--- src/hdl/serial_line_editor_assert.svh ---
// Assertion macros shared by the serial line editor.
`ifndef SERIAL_LINE_EDITOR_ASSERT_SVH
`define SERIAL_LINE_EDITOR_ASSERT_SVH

// The consequent must hold in the same cycle as the antecedent.
`define SLE_ASSERT_SAME(label, clk, rst_n, ante, cons, msg) \
    label: assert property (@(posedge clk) disable iff (!rst_n) (ante) |-> (cons)) \
        else $error(msg);

// The consequent must hold in the cycle after the antecedent.
`define SLE_ASSERT_NEXT(label, clk, rst_n, ante, cons, msg) \
    label: assert property (@(posedge clk) disable iff (!rst_n) (ante) |=> (cons)) \
        else $error(msg);

`endif

--- src/hdl/sle_pkg.sv ---
`timescale 1ns / 1ps
`default_nettype none

package sle_pkg;

    // Line buffer geometry.
    localparam int BUF_DEPTH = 128;
    localparam int PTR_W     = $clog2(BUF_DEPTH);
    localparam logic [PTR_W-1:0] WP_LAST = PTR_W'(BUF_DEPTH - 1);

    // Field widths.
    localparam int REQ_W  = 2;
    localparam int BYTE_W = 8;
    localparam int IDX_W  = 7;
    localparam int LEN_W  = 7;

    // Queue between the front and back parts.
    localparam int QDEPTH = 4;
    localparam int QPTR_W = $clog2(QDEPTH);
    localparam int QCNT_W = $clog2(QDEPTH + 1);

    // Configuration port.
    localparam int PADDR_W = 3;
    localparam int PDATA_W = 32;
    localparam logic REG_ECHO_ENABLE = 1'b0;

    // Characters the editor recognizes or sends.
    localparam logic [BYTE_W-1:0] CH_NUL = 8'd0;
    localparam logic [BYTE_W-1:0] CH_BS  = 8'd8;
    localparam logic [BYTE_W-1:0] CH_LF  = 8'd10;
    localparam logic [BYTE_W-1:0] CH_CR  = 8'd13;
    localparam logic [BYTE_W-1:0] CH_SP  = 8'd32;
    localparam logic [BYTE_W-1:0] CH_DEL = 8'd127;

    // Request codes.
    typedef enum logic [REQ_W-1:0] {
        REQ_BYTE  = 2'd0,
        REQ_CLEAR = 2'd1,
        REQ_READ  = 2'd2,
        REQ_NONE  = 2'd3
    } t_req;

    // Echo sequence that a request produces.
    typedef enum logic [1:0] {
        KIND_NONE = 2'd0,
        KIND_CHAR = 2'd1,
        KIND_CR   = 2'd2,
        KIND_BS   = 2'd3
    } t_kind;

    // Request as classified by the front, before the buffer read returns.
    typedef struct packed {
        t_kind              kind;
        logic [BYTE_W-1:0]  echo_byte;
        logic [LEN_W-1:0]   len;
        logic               is_read;
        logic               oob;
    } t_job;

    // Queue entry handed to the back part.
    typedef struct packed {
        t_kind              kind;
        logic [BYTE_W-1:0]  echo_byte;
        logic [LEN_W-1:0]   len;
        logic [BYTE_W-1:0]  rdata;
    } t_entry;

endpackage

`default_nettype wire

--- src/hdl/sle_front.sv ---
`timescale 1ns / 1ps
`default_nettype none

module sle_front (
    input  wire                          i_clk,
    input  wire                          i_rst_n,
    input  wire                          i_valid,
    output logic                         o_stall,
    input  wire  [sle_pkg::REQ_W-1:0]    i_req_type,
    input  wire  [sle_pkg::BYTE_W-1:0]   i_rx_byte,
    input  wire  [sle_pkg::IDX_W-1:0]    i_read_index,
    input  wire                          i_echo_enable,
    output logic                         o_push,
    output sle_pkg::t_entry              o_entry,
    input  wire                          i_full
);
    import sle_pkg::*;

    logic [BYTE_W-1:0] r_mem [BUF_DEPTH];
    logic [PTR_W-1:0]  r_wp, n_wp;
    logic [LEN_W-1:0]  r_cl, n_cl;
    logic              r_s1_valid;
    t_job              r_s1, n_job;
    logic [BYTE_W-1:0] r_rdata;
    logic              accept;
    logic              mem_we;
    logic [BYTE_W-1:0] mem_wdata;
    logic [PTR_W-1:0]  rd_ptr;
    t_req              req;

    // The classified request waits in stage one until the queue takes it.
    assign o_stall = r_s1_valid && i_full;
    assign o_push  = r_s1_valid && !i_full;
    assign accept  = i_valid && !o_stall;
    assign req     = t_req'(i_req_type);
    assign rd_ptr  = PTR_W'(i_read_index);

    // Classify the request and work out the new line state.
    always_comb begin
        n_wp      = r_wp;
        n_cl      = r_cl;
        mem_we    = 1'b0;
        mem_wdata = i_rx_byte;
        n_job.kind      = KIND_NONE;
        n_job.echo_byte = i_rx_byte;
        n_job.is_read   = 1'b0;
        n_job.oob       = 32'(i_read_index) >= BUF_DEPTH;
        case (req)
            REQ_CLEAR: begin
                n_wp = '0;
                n_cl = '0;
            end
            REQ_READ: begin
                n_job.is_read = 1'b1;
            end
            REQ_BYTE: begin
                if (r_cl == '0) begin
                    if (i_rx_byte == CH_BS || i_rx_byte == CH_DEL) begin
                        if (r_wp != '0) begin
                            n_wp = r_wp - 1'b1;
                            if (i_echo_enable) begin
                                n_job.kind = KIND_BS;
                            end
                        end
                    end else if (i_rx_byte == CH_CR) begin
                        mem_we    = 1'b1;
                        mem_wdata = CH_NUL;
                        n_cl      = LEN_W'(32'(r_wp));
                        n_wp      = '0;
                        if (i_echo_enable) begin
                            n_job.kind = KIND_CR;
                        end
                    end else begin
                        mem_we = 1'b1;
                        n_wp   = (r_wp == WP_LAST) ? '0 : r_wp + 1'b1;
                        if (i_echo_enable) begin
                            n_job.kind = KIND_CHAR;
                        end
                    end
                end
            end
            default: begin
            end
        endcase
        n_job.len = n_cl;
    end

    // Line state and stage-one control.
    always_ff @(posedge i_clk) begin
        if (!i_rst_n) begin
            r_wp       <= '0;
            r_cl       <= '0;
            r_s1_valid <= 1'b0;
        end else begin
            if (accept) begin
                r_wp       <= n_wp;
                r_cl       <= n_cl;
                r_s1_valid <= 1'b1;
            end else if (o_push) begin
                r_s1_valid <= 1'b0;
            end
        end
    end

    // Stage-one payload.
    always_ff @(posedge i_clk) begin
        if (accept) begin
            r_s1 <= n_job;
        end
    end

    // Line buffer: one write and one registered read per cycle, both only on an accepted request.
    always_ff @(posedge i_clk) begin
        if (accept && mem_we) begin
            r_mem[r_wp] <= mem_wdata;
        end
        if (accept) begin
            r_rdata <= r_mem[rd_ptr];
        end
    end

    // Merge the read data into the queue entry.
    always_comb begin
        o_entry.kind      = r_s1.kind;
        o_entry.echo_byte = r_s1.echo_byte;
        o_entry.len       = r_s1.len;
        o_entry.rdata     = (r_s1.is_read && !r_s1.oob) ? r_rdata : '0;
    end

endmodule

`default_nettype wire

--- src/hdl/sle_queue.sv ---
`timescale 1ns / 1ps
`default_nettype none

module sle_queue (
    input  wire                          i_clk,
    input  wire                          i_rst_n,
    input  wire                          i_push,
    input  sle_pkg::t_entry              i_entry,
    output logic                         o_full,
    output logic                         o_valid,
    output sle_pkg::t_entry              o_head,
    input  wire                          i_pop,
    output logic [sle_pkg::QCNT_W-1:0]   o_count
);
    import sle_pkg::*;

    t_entry              r_slot [QDEPTH];
    logic [QPTR_W-1:0]   r_wr, r_rd;
    logic [QCNT_W-1:0]   r_count;
    logic                do_push, do_pop;

    assign o_full  = r_count == QCNT_W'(QDEPTH);
    assign o_valid = r_count != '0;
    assign o_head  = r_slot[r_rd];
    assign o_count = r_count;
    assign do_push = i_push && !o_full;
    assign do_pop  = i_pop && o_valid;

    // Pointers and fill count.
    always_ff @(posedge i_clk) begin
        if (!i_rst_n) begin
            r_wr    <= '0;
            r_rd    <= '0;
            r_count <= '0;
        end else begin
            if (do_push) begin
                r_wr <= r_wr + 1'b1;
            end
            if (do_pop) begin
                r_rd <= r_rd + 1'b1;
            end
            case ({do_push, do_pop})
                2'b10:   r_count <= r_count + 1'b1;
                2'b01:   r_count <= r_count - 1'b1;
                default: r_count <= r_count;
            endcase
        end
    end

    // Entry storage.
    always_ff @(posedge i_clk) begin
        if (do_push) begin
            r_slot[r_wr] <= i_entry;
        end
    end

endmodule

`default_nettype wire

--- src/hdl/sle_back.sv ---
`timescale 1ns / 1ps
`default_nettype none

module sle_back (
    input  wire                          i_clk,
    input  wire                          i_rst_n,
    input  wire                          i_q_valid,
    input  sle_pkg::t_entry              i_head,
    output logic                         o_pop,
    output logic                         o_valid,
    input  wire                          i_stall,
    output logic                         o_echo_valid,
    output logic [sle_pkg::BYTE_W-1:0]   o_echo_byte,
    output logic                         o_line_ready,
    output logic [sle_pkg::LEN_W-1:0]    o_line_length,
    output logic [sle_pkg::BYTE_W-1:0]   o_read_data,
    output logic                         o_last
);
    import sle_pkg::*;

    logic [1:0]        r_step;
    logic              load;
    logic              emit;
    logic              n_ev;
    logic [BYTE_W-1:0] n_eb;
    logic              n_last;

    assign load  = !o_valid || !i_stall;
    assign emit  = load && i_q_valid;
    assign o_pop = emit && n_last;

    // Pick the result for the current step of the echo sequence.
    always_comb begin
        n_ev   = 1'b1;
        n_eb   = CH_NUL;
        n_last = 1'b1;
        case (i_head.kind)
            KIND_CHAR: begin
                n_eb = i_head.echo_byte;
            end
            KIND_CR: begin
                n_eb   = (r_step == 2'd0) ? CH_LF : CH_CR;
                n_last = r_step != 2'd0;
            end
            KIND_BS: begin
                n_eb   = (r_step == 2'd1) ? CH_SP : CH_BS;
                n_last = r_step == 2'd2;
            end
            default: begin
                n_ev = 1'b0;
            end
        endcase
    end

    // Output register and step counter.
    always_ff @(posedge i_clk) begin
        if (!i_rst_n) begin
            o_valid <= 1'b0;
            r_step  <= '0;
        end else if (load) begin
            o_valid <= i_q_valid;
            if (emit) begin
                r_step <= n_last ? 2'd0 : r_step + 1'b1;
            end
        end
    end

    // Result payload.
    always_ff @(posedge i_clk) begin
        if (emit) begin
            o_echo_valid  <= n_ev;
            o_echo_byte   <= n_eb;
            o_line_ready  <= i_head.len != '0;
            o_line_length <= i_head.len;
            o_read_data   <= i_head.rdata;
            o_last        <= n_last;
        end
    end

endmodule

`default_nettype wire

--- src/hdl/serial_line_editor.sv ---
// A request passes through stage one, the queue and the back's output register before its first result appears.
// Throughput: one request per cycle when each gives a single result and the output
// is not stalled; echo sequences give one result per byte (up to three).
// A four-entry queue lets the front keep accepting while results wait.
// Reset is synchronous and active low; it empties the line and echo is off.
`timescale 1ns / 1ps
`default_nettype none

module serial_line_editor (
    input  wire                          i_clk,
    input  wire                          i_rst_n,
    input  wire                          i_valid,
    output logic                         o_stall,
    input  wire  [sle_pkg::REQ_W-1:0]    i_req_type,
    input  wire  [sle_pkg::BYTE_W-1:0]   i_rx_byte,
    input  wire  [sle_pkg::IDX_W-1:0]    i_read_index,
    output logic                         o_valid,
    input  wire                          i_stall,
    output logic                         o_echo_valid,
    output logic [sle_pkg::BYTE_W-1:0]   o_echo_byte,
    output logic                         o_line_ready,
    output logic [sle_pkg::LEN_W-1:0]    o_line_length,
    output logic [sle_pkg::BYTE_W-1:0]   o_read_data,
    output logic                         o_last,
    input  wire                          psel,
    input  wire                          penable,
    input  wire                          pwrite,
    input  wire  [sle_pkg::PADDR_W-1:0]  paddr,
    input  wire  [sle_pkg::PDATA_W-1:0]  pwdata,
    output logic [sle_pkg::PDATA_W-1:0]  prdata,
    output logic                         pready
);
    import sle_pkg::*;

    logic                r_echo_en;
    logic                q_push, q_full, q_valid, q_pop;
    t_entry              q_in, q_head;
    logic [QCNT_W-1:0]   q_count;
    logic                reg_sel;

    // Configuration register.
    assign pready  = 1'b1;
    assign reg_sel = paddr[PADDR_W-1] == REG_ECHO_ENABLE;
    assign prdata  = reg_sel ? PDATA_W'(r_echo_en) : '0;

    always_ff @(posedge i_clk) begin
        if (!i_rst_n) begin
            r_echo_en <= 1'b0;
        end else if (psel && penable && pwrite && pready && reg_sel) begin
            r_echo_en <= pwdata[0];
        end
    end

    // Front: accepts and classifies requests, owns the line buffer.
    sle_front u_front (
        .i_clk         (i_clk),
        .i_rst_n       (i_rst_n),
        .i_valid       (i_valid),
        .o_stall       (o_stall),
        .i_req_type    (i_req_type),
        .i_rx_byte     (i_rx_byte),
        .i_read_index  (i_read_index),
        .i_echo_enable (r_echo_en),
        .o_push        (q_push),
        .o_entry       (q_in),
        .i_full        (q_full)
    );

    // Queue between the two parts.
    sle_queue u_queue (
        .i_clk   (i_clk),
        .i_rst_n (i_rst_n),
        .i_push  (q_push),
        .i_entry (q_in),
        .o_full  (q_full),
        .o_valid (q_valid),
        .o_head  (q_head),
        .i_pop   (q_pop),
        .o_count (q_count)
    );

    // Back: expands each entry into its results.
    sle_back u_back (
        .i_clk         (i_clk),
        .i_rst_n       (i_rst_n),
        .i_q_valid     (q_valid),
        .i_head        (q_head),
        .o_pop         (q_pop),
        .o_valid       (o_valid),
        .i_stall       (i_stall),
        .o_echo_valid  (o_echo_valid),
        .o_echo_byte   (o_echo_byte),
        .o_line_ready  (o_line_ready),
        .o_line_length (o_line_length),
        .o_read_data   (o_read_data),
        .o_last        (o_last)
    );

`include "serial_line_editor_assert.svh"

    // The queue never holds more entries than it has slots.
    `SLE_ASSERT_SAME(a_queue_bound, i_clk, i_rst_n, 1'b1, q_count <= QCNT_W'(QDEPTH), "queue overflow")
    // A result without echo always ends its request.
    `SLE_ASSERT_SAME(a_noecho_last, i_clk, i_rst_n, o_valid && !o_echo_valid, o_last, "no-echo result not last")
    // Read data only appears on a single result without echo.
    `SLE_ASSERT_SAME(a_read_alone, i_clk, i_rst_n, o_valid && o_read_data != '0, o_last && !o_echo_valid, "read data on echo result")
    // A full queue with a waiting entry holds off the sender.
    `SLE_ASSERT_NEXT(a_front_hold, i_clk, i_rst_n, o_stall && !q_pop, o_stall, "stall dropped without pop")

endmodule

`default_nettype wire
--- config.mk ---
export PLATFORM = sky130hd
export DESIGN_NAME = serial_line_editor
export DESIGN_NICKNAME = d
export VERILOG_FILES = /design/src/hdl/sle_pkg.sv /design/src/hdl/sle_front.sv /design/src/hdl/sle_queue.sv /design/src/hdl/sle_back.sv /design/src/hdl/serial_line_editor.sv
export VERILOG_INCLUDE_DIRS = /design/src /design/src/hdl
export SDC_FILE = /design/constraint.sdc
export NUM_CORES = 1
export LEC_CHECK = 0
export BUFFER_PORTS_ARGS = -buffer_cell sky130_fd_sc_hd__buf_4
export CORE_UTILIZATION = 66
export CTS_BUF_LIST = sky130_fd_sc_hd__clkbuf_2
export CTS_CLUSTER_DIAMETER = 60
export CTS_CLUSTER_SIZE = 8
export DETAILED_ROUTE_END_ITERATION = 8
export GPL_ROUTABILITY_DRIVEN = 0
export PLACE_DENSITY = 0.88
export SLEW_MARGIN = 20
export SYNTH_ARGS = -nofsm -noshare
export SYNTH_HDL_FRONTEND = slang
export SYNTH_SLANG_ARGS = --single-unit
--- constraint.sdc ---
create_clock -name i_clk -period 11.05 [get_ports i_clk]
set_clock_uncertainty 0.2 [all_clocks]
set_input_delay 1.6575 -clock i_clk [delete_from_list [all_inputs] [get_ports i_clk]]
set_output_delay 1.6575 -clock i_clk [all_outputs]
set_load 0.02 [all_outputs]
=== Yosys cells after proc, flatten, opt, wreduce, memory -nomap -nowiden ===
Memory sizes are Yosys's and may differ from the RTL's. A register that Yosys moved wholly into a read port is not among the register bits.
Index checks and enable logic that the tools add are counted.

* Output and inout bits: 61
* Input port bits: 59
* Register bits after elaboration: 70
* Memories: 2
* Logic and storage cells: 117
* Bits in writable memories: 1124

* Multiplexer cells: 41
* Equality and inequality tests: 16
* Bitwise gates (word level): 1
* Add/subtract/negate cells: 7
* Reductions and logical operators: 31

{| class="wikitable"
|+ Memories
! memory !! depth !! width !! read ports !! clocked after memory_dff !! wr ports !! RTL line !! source
|-
| u_front.r_mem || 128 || 8 || 1 || 1 || 1 || sle_front.sv:19 || <nowiki>logic [BYTE_W-1:0] r_mem [BUF_DEPTH];</nowiki>
|-
| u_queue.r_slot || 4 || 25 || 1 || 1 || 1 || sle_queue.sv:17 || <nowiki>t_entry r_slot [QDEPTH];</nowiki>
|}

{| class="wikitable"
|+ Operators with widths
! cell !! count
|-
| 7-bit 2-to-1 mux || 8
|-
| 8-bit 2-to-1 mux || 5
|-
| 7-bit case mux with 2 select lines || 2
|-
| 8-bit case mux with 3 select lines || 1
|-
| 8-bit by 4-bit == test with 1-bit output, second input constant || 2
|-
| 2-bit 2-to-1 mux || 8
|-
| 7-bit nonzero test || 2
|-
| 1-bit 2-to-1 mux || 13
|-
| 1-bit logical AND || 11
|-
| 2-bit == test, second input constant || 5
|-
| 2-bit by 1-bit == test with 1-bit output, second input constant || 4
|-
| 8-bit by 7-bit == test with 1-bit output, second input constant || 1
|-
| 2-bit nonzero test || 4
|-
| 7-bit by 1-bit adder with 7-bit output, second input constant || 1
|-
| 7-bit == test, second input constant || 1
|-
| 7-bit logical NOT || 1
|-
| 7-bit by 1-bit subtractor with 7-bit output, second input constant || 1
|-
| 2-bit by 1-bit adder with 2-bit output, second input constant || 3
|-
| 6-bit 2-to-1 mux || 1
|-
| 3-bit case mux with 2 select lines || 1
|-
| 1-bit logical NOT || 4
|-
| 2-bit logical NOT || 2
|-
| 2-bit AND reduction || 2
|-
| 4-bit AND reduction || 1
|-
| 11 further kinds || 12
|}

=== Longest topological paths before layout ===
* Depth in word-level cells: 8
* Mapped depth: 11
* Mapped depth without buffers: 11

=== Hierarchy ===
From an unflattened synthesis, not the netlist that was laid out.

* Cell total of the unflattened synthesis: 2777
* Area total of the unflattened synthesis: 47755.8 um2

{| class="wikitable"
|+ Modules (own cells, without submodules)
! module !! sequential area each (um2) !! cells an instance !! area each (um2) !! instances
|-
| sle_front || 31830.5 || 2490 || 42204.2 || 1
|-
| sle_queue || 3183.1 || 183 || 4149.0 || 1
|-
| sle_back || 840.8 || 64 || 1087.3 || 1
|-
| serial_line_editor || 20.0 || 40 || 315.3 || 1
|}

=== Worst setup path before layout ===
Ideal clock, no wire load.

* Path type: input to register
* From: in i_rx_byte[7] in the netlist's numbering
* To: mem u_front.r_mem[0][0], data pin
* Slack: 4804 ps
* Path buffers: 0
* Stages: 4
* Arrival: 5215 ps
* Path through: nand4b_1 > nor4_2 > nor2b_1 > nor2b_1

* Longest elaborated chain between the ends: 5
* Elaborated cells between the ends (all ways): 8

{| class="wikitable"
|+ RTL lines
! element !! RTL line !! source
|-
| start, declared || serial_line_editor.sv:15 || <nowiki>input wire [sle_pkg::BYTE_W-1:0] i_rx_byte,</nowiki>
|-
| 8-bit by 4-bit == test with 1-bit output (tied with other cells) || sle_front.sv:65 || <nowiki>end else if (i_rx_byte == CH_CR) begin</nowiki>
|-
| 8-bit 2-to-1 mux or 1-bit logical OR (tied branches) || sle_front.sv:65, sle_front.sv:58 ||
|-
| 8-bit 2-to-1 mux * || sle_front.sv:58 || <nowiki>if (i_rx_byte == CH_BS || i_rx_byte == CH_DEL) begin</nowiki>
|-
| 8-bit 2-to-1 mux * || sle_front.sv:57 || <nowiki>if (r_cl == '0) begin</nowiki>
|-
| 8-bit 2-to-1 mux * || sle_front.sv:48 || <nowiki>case (req)</nowiki>
|-
| net u_front.mem_wdata[0] || sle_front.sv:27 || <nowiki>logic [BYTE_W-1:0] mem_wdata;</nowiki>
|-
| end, declared || sle_front.sv:19 ||
|}

The timed path passes the listed nets; every way through them passes the cells marked *.

==> results_dict.tcl <==
set metrics [dict create \
    status "finished, final reports clean" \
    routed_wirelength_mm 101 \
    fin_tns_setup_ns 0 \
    ir_drop_mv 0.267 \
    critPathCaptureType "flip-flop" \
    cts_setup_buffers 0 \
    seqCellArea_um2 35900 \
    yosys_warnings 0 \
    drv_cap 0 \
    dr.pass1.iters 8 \
    powerDensity_nw_per_um2 157 \
    ys.flop_type "edfxtp_1" \
    layout_min_cycle_time_ns 4.50 \
    drc 0 \
    yosysUniqueCellTypes 63 \
    synthCells 2723 \
    layout.cells.non_filler 3828 \
    die_w_um 270 \
    dpl_cell_area_um2 48700 \
    area_delta_synth_final_pct 5.08 \
    start_kind "primary input" \
    fin_hold_ws_ns 0.229 \
    hold_violations 0 \
    grtUsageTotal_pct 27.7 \
    avgSynthCellArea_um2 17.4 \
    final_util_pct 70.6 \
    cts_tree "yes" \
    num_vias 25400 \
    hold_buffers 0 \
    clock_sinks 1204 \
    fin_area_um2 49900 \
    clk_latency_ns 1.49 \
    finalMaxSlewViolations 0 \
    fin_ws_ns 6.55 \
    nets 2910 \
    syn_area_um2 47400 \
    leakagePower_nw 16.3 \
    ios 120 \
    grt_start_max_net_pins 162 \
    period_share_pct 40.7 \
    root_buffer "clkbuf_2" \
    drive_above_1_share_pct 17.7 \
    antenna_found_initial 4 \
    worst_slew_pin_slew_ns 1.26 \
    ys_ff_latch 1204 \
    fillers 4162 \
    hold_class "in2reg" \
    die-area_um2 73000 \
    worstPathMaxFanout 98 \
    ant_nets 0 \
    async_flop_share_pct 0 \
    clockBufferDepth 3 \
    grt_pass1_wl_mm 150 \
    synth-edff-count 1176 \
    required_ns 12.06 \
    gr-total-overflow 0 \
    arrival_ns 5.51 \
    clock.fmax_mhz 222 \
    ys_seq_area_share_pct 75.6 \
    drt_iter0_drc 3442 \
    multiInputGateArea_um2 10800 \
    cts_buffers 168 \
    wire_per_inst_um 26.5 \
    relSlewSlack_pct 16.0 \
    rows 97 \
    hpwl_mm 61.9 \
    clk_pin_slew_worst_paths_ns 0.16 \
    core_um2 70600 \
    grt_pass1_vias 25400 \
    port_buffers 54 \
    cts_max_level 4 \
    power_mw 7.85 \
    path_class "in2reg" \
    initial_core_util_pct 67.2 \
    die_h_um 270 \
    numPlacedInstances 3610 \
    rsz0062_at_grt "no" \
    place_ws_ns 5.32 \
    vias_per_cell 6.64 \
    cts.repair.resized 0 \
    setup_violations 0 \
]
[registers in the layout, indices dropped and copies added (netlist names), named ones only]
| register | cells |
|---|---|
| u_queue.r_slot | 100 |
| u_back.o_last | 1 |
| u_back.r_step | 2 |
| u_back.o_line_length | 7 |
| u_front.r_wp | 7 |
| u_back.o_valid | 1 |
| u_front.r_s1 | 1 |
| r_echo_en | 1 |
| u_front.o_entry | 17 |
| u_back.o_echo_byte | 8 |
| u_front.r_s1_valid | 1 |
| u_front.r_rdata | 8 |
| u_back.o_line_ready | 1 |
| u_front.r_cl | 7 |
| u_back.o_echo_valid | 1 |
| u_queue.r_wr | 2 |
| u_front.r_mem | 1024 |
| u_queue.r_rd | 2 |
| u_queue.o_count | 3 |
| u_back.o_read_data | 8 |
[kinds of logic (layout without fill, tap and decap cells)]
kind of cell / after synthesis / after routing / synth area share (%)
AO/OA/AOI/OAI: 318 / 318 / 5.12
XOR/XNOR: 6 / 6 / 0.111
adder cells (fa/ha/maj): 11 / 11 / 0.306
buffers and inverters: 201 / 329 / 2.00
flip-flops: 1204 / 1204 / 75.6
multiplexers: 498 / 498 / 11.6
other: 2 / 39 / 0.0158
AND/OR/NAND/NOR: 483 / 483 / 5.27
[cell usage in the layout (no fill, tap or decap), drive strengths merged, types with 13 or more instances in the layout]
cell,count
nor2b,65
buf,100
inv,20
o22ai,61
nor2,152
mux4,25
nand2,77
conb,32
a21oi,27
mux2,148
a211oi,44
a22oi,36
and2,21
nand4,45
edfxtp,1176
nor4,58
o2bb2ai,28
a22o,84
nand3,13
dfxtp,28
clkbuf,199
mux2i,325
[cell usage after synthesis, types with 9 or more instances]
cell	instances	area [µm²]
a211oi_1	44	330
a21oi_1	26	130
a22o_1	84	736
a22oi_1	36	270
and2_1	21	131
buf_1	14	52.6
buf_2	53	265
buf_4	32	240
clkbuf_1	83	312
dfxtp_1	28	561
edfxtp_1	1176	35300
ha_1	10	125
inv_1	17	63.8
mux2_2	148	1670
mux2i_1	325	3250
mux4_2	25	563
nand2_1	75	282
nand2b_1	10	62.6
nand3_1	12	60.1
nand4_1	45	282
nor2_1	152	571
nor2b_1	65	407
nor3_1	12	60.1
nor4_1	57	357
o21ai_0	9	45.0
o22ai_1	61	382
o2bb2ai_1	28	245
[worst max-delay path: stages]
cell and delay, ns:
buf_8 0.56, buf_4 0.81, buf_4 0.72, mux2_2 0.29
o2bb2ai_1 0.12, nor4_1 0.59, nand4_1 0.31, nand4_1 0.26
[path summary, 6_finish.rpt]
path | from | to | slack [ns] | depth (start not counted)
worst max register to register | u_queue.o_count[0]$_SDFFE_PN0P_ | u_front.r_mem[8][6]$_DFFE_PP_ | 6.71 | 7
worst min-delay path | i_valid | u_front.r_s1_valid$_SDFFE_PN0P_ | 0.23 | 2
worst max-delay path | i_read_index[2] | u_front.r_rdata[5]$_DFFE_PP_ | 6.55 | 8
worst min register to register | u_front.r_cl[0]$_SDFFE_PN0P_ | u_front.r_cl[0]$_SDFFE_PN0P_ | 0.30 | 2
[per-layer routing]
| layer | GRT usage (%) | up-vias | share of wire [%] |
|---|---|---|---|
| li1 | - | 11000 | - |
| met1 | 35.9 | 12500 | 37 |
| met2 | 45.1 | 1620 | 49 |
| met3 | 6.18 | 286 | 10 |
| met4 | 12.8 | 4 | 4.1 |
| met5 | 0 | - | 0.019 |
[final cells by class]
class,count,area share [%]
clock inverter,12,0.296
antenna,7,0.0351
sequential,1204,72.0
tap,940,2.36
inverter,18,0.136
timing repair buffer,100,1.57
clock buffer,199,2.00
multi-input combinational,1348,21.6
[power by group]
part | switching (mW) | total [mW] | internal [mW]
registers | 0.0370 | 5.17 | 5.13
logic | 0.467 | 0.743 | 0.276
clock network | 1.40 | 1.94 | 0.543
No activity file was read; power rests on OpenSTA's default activity.
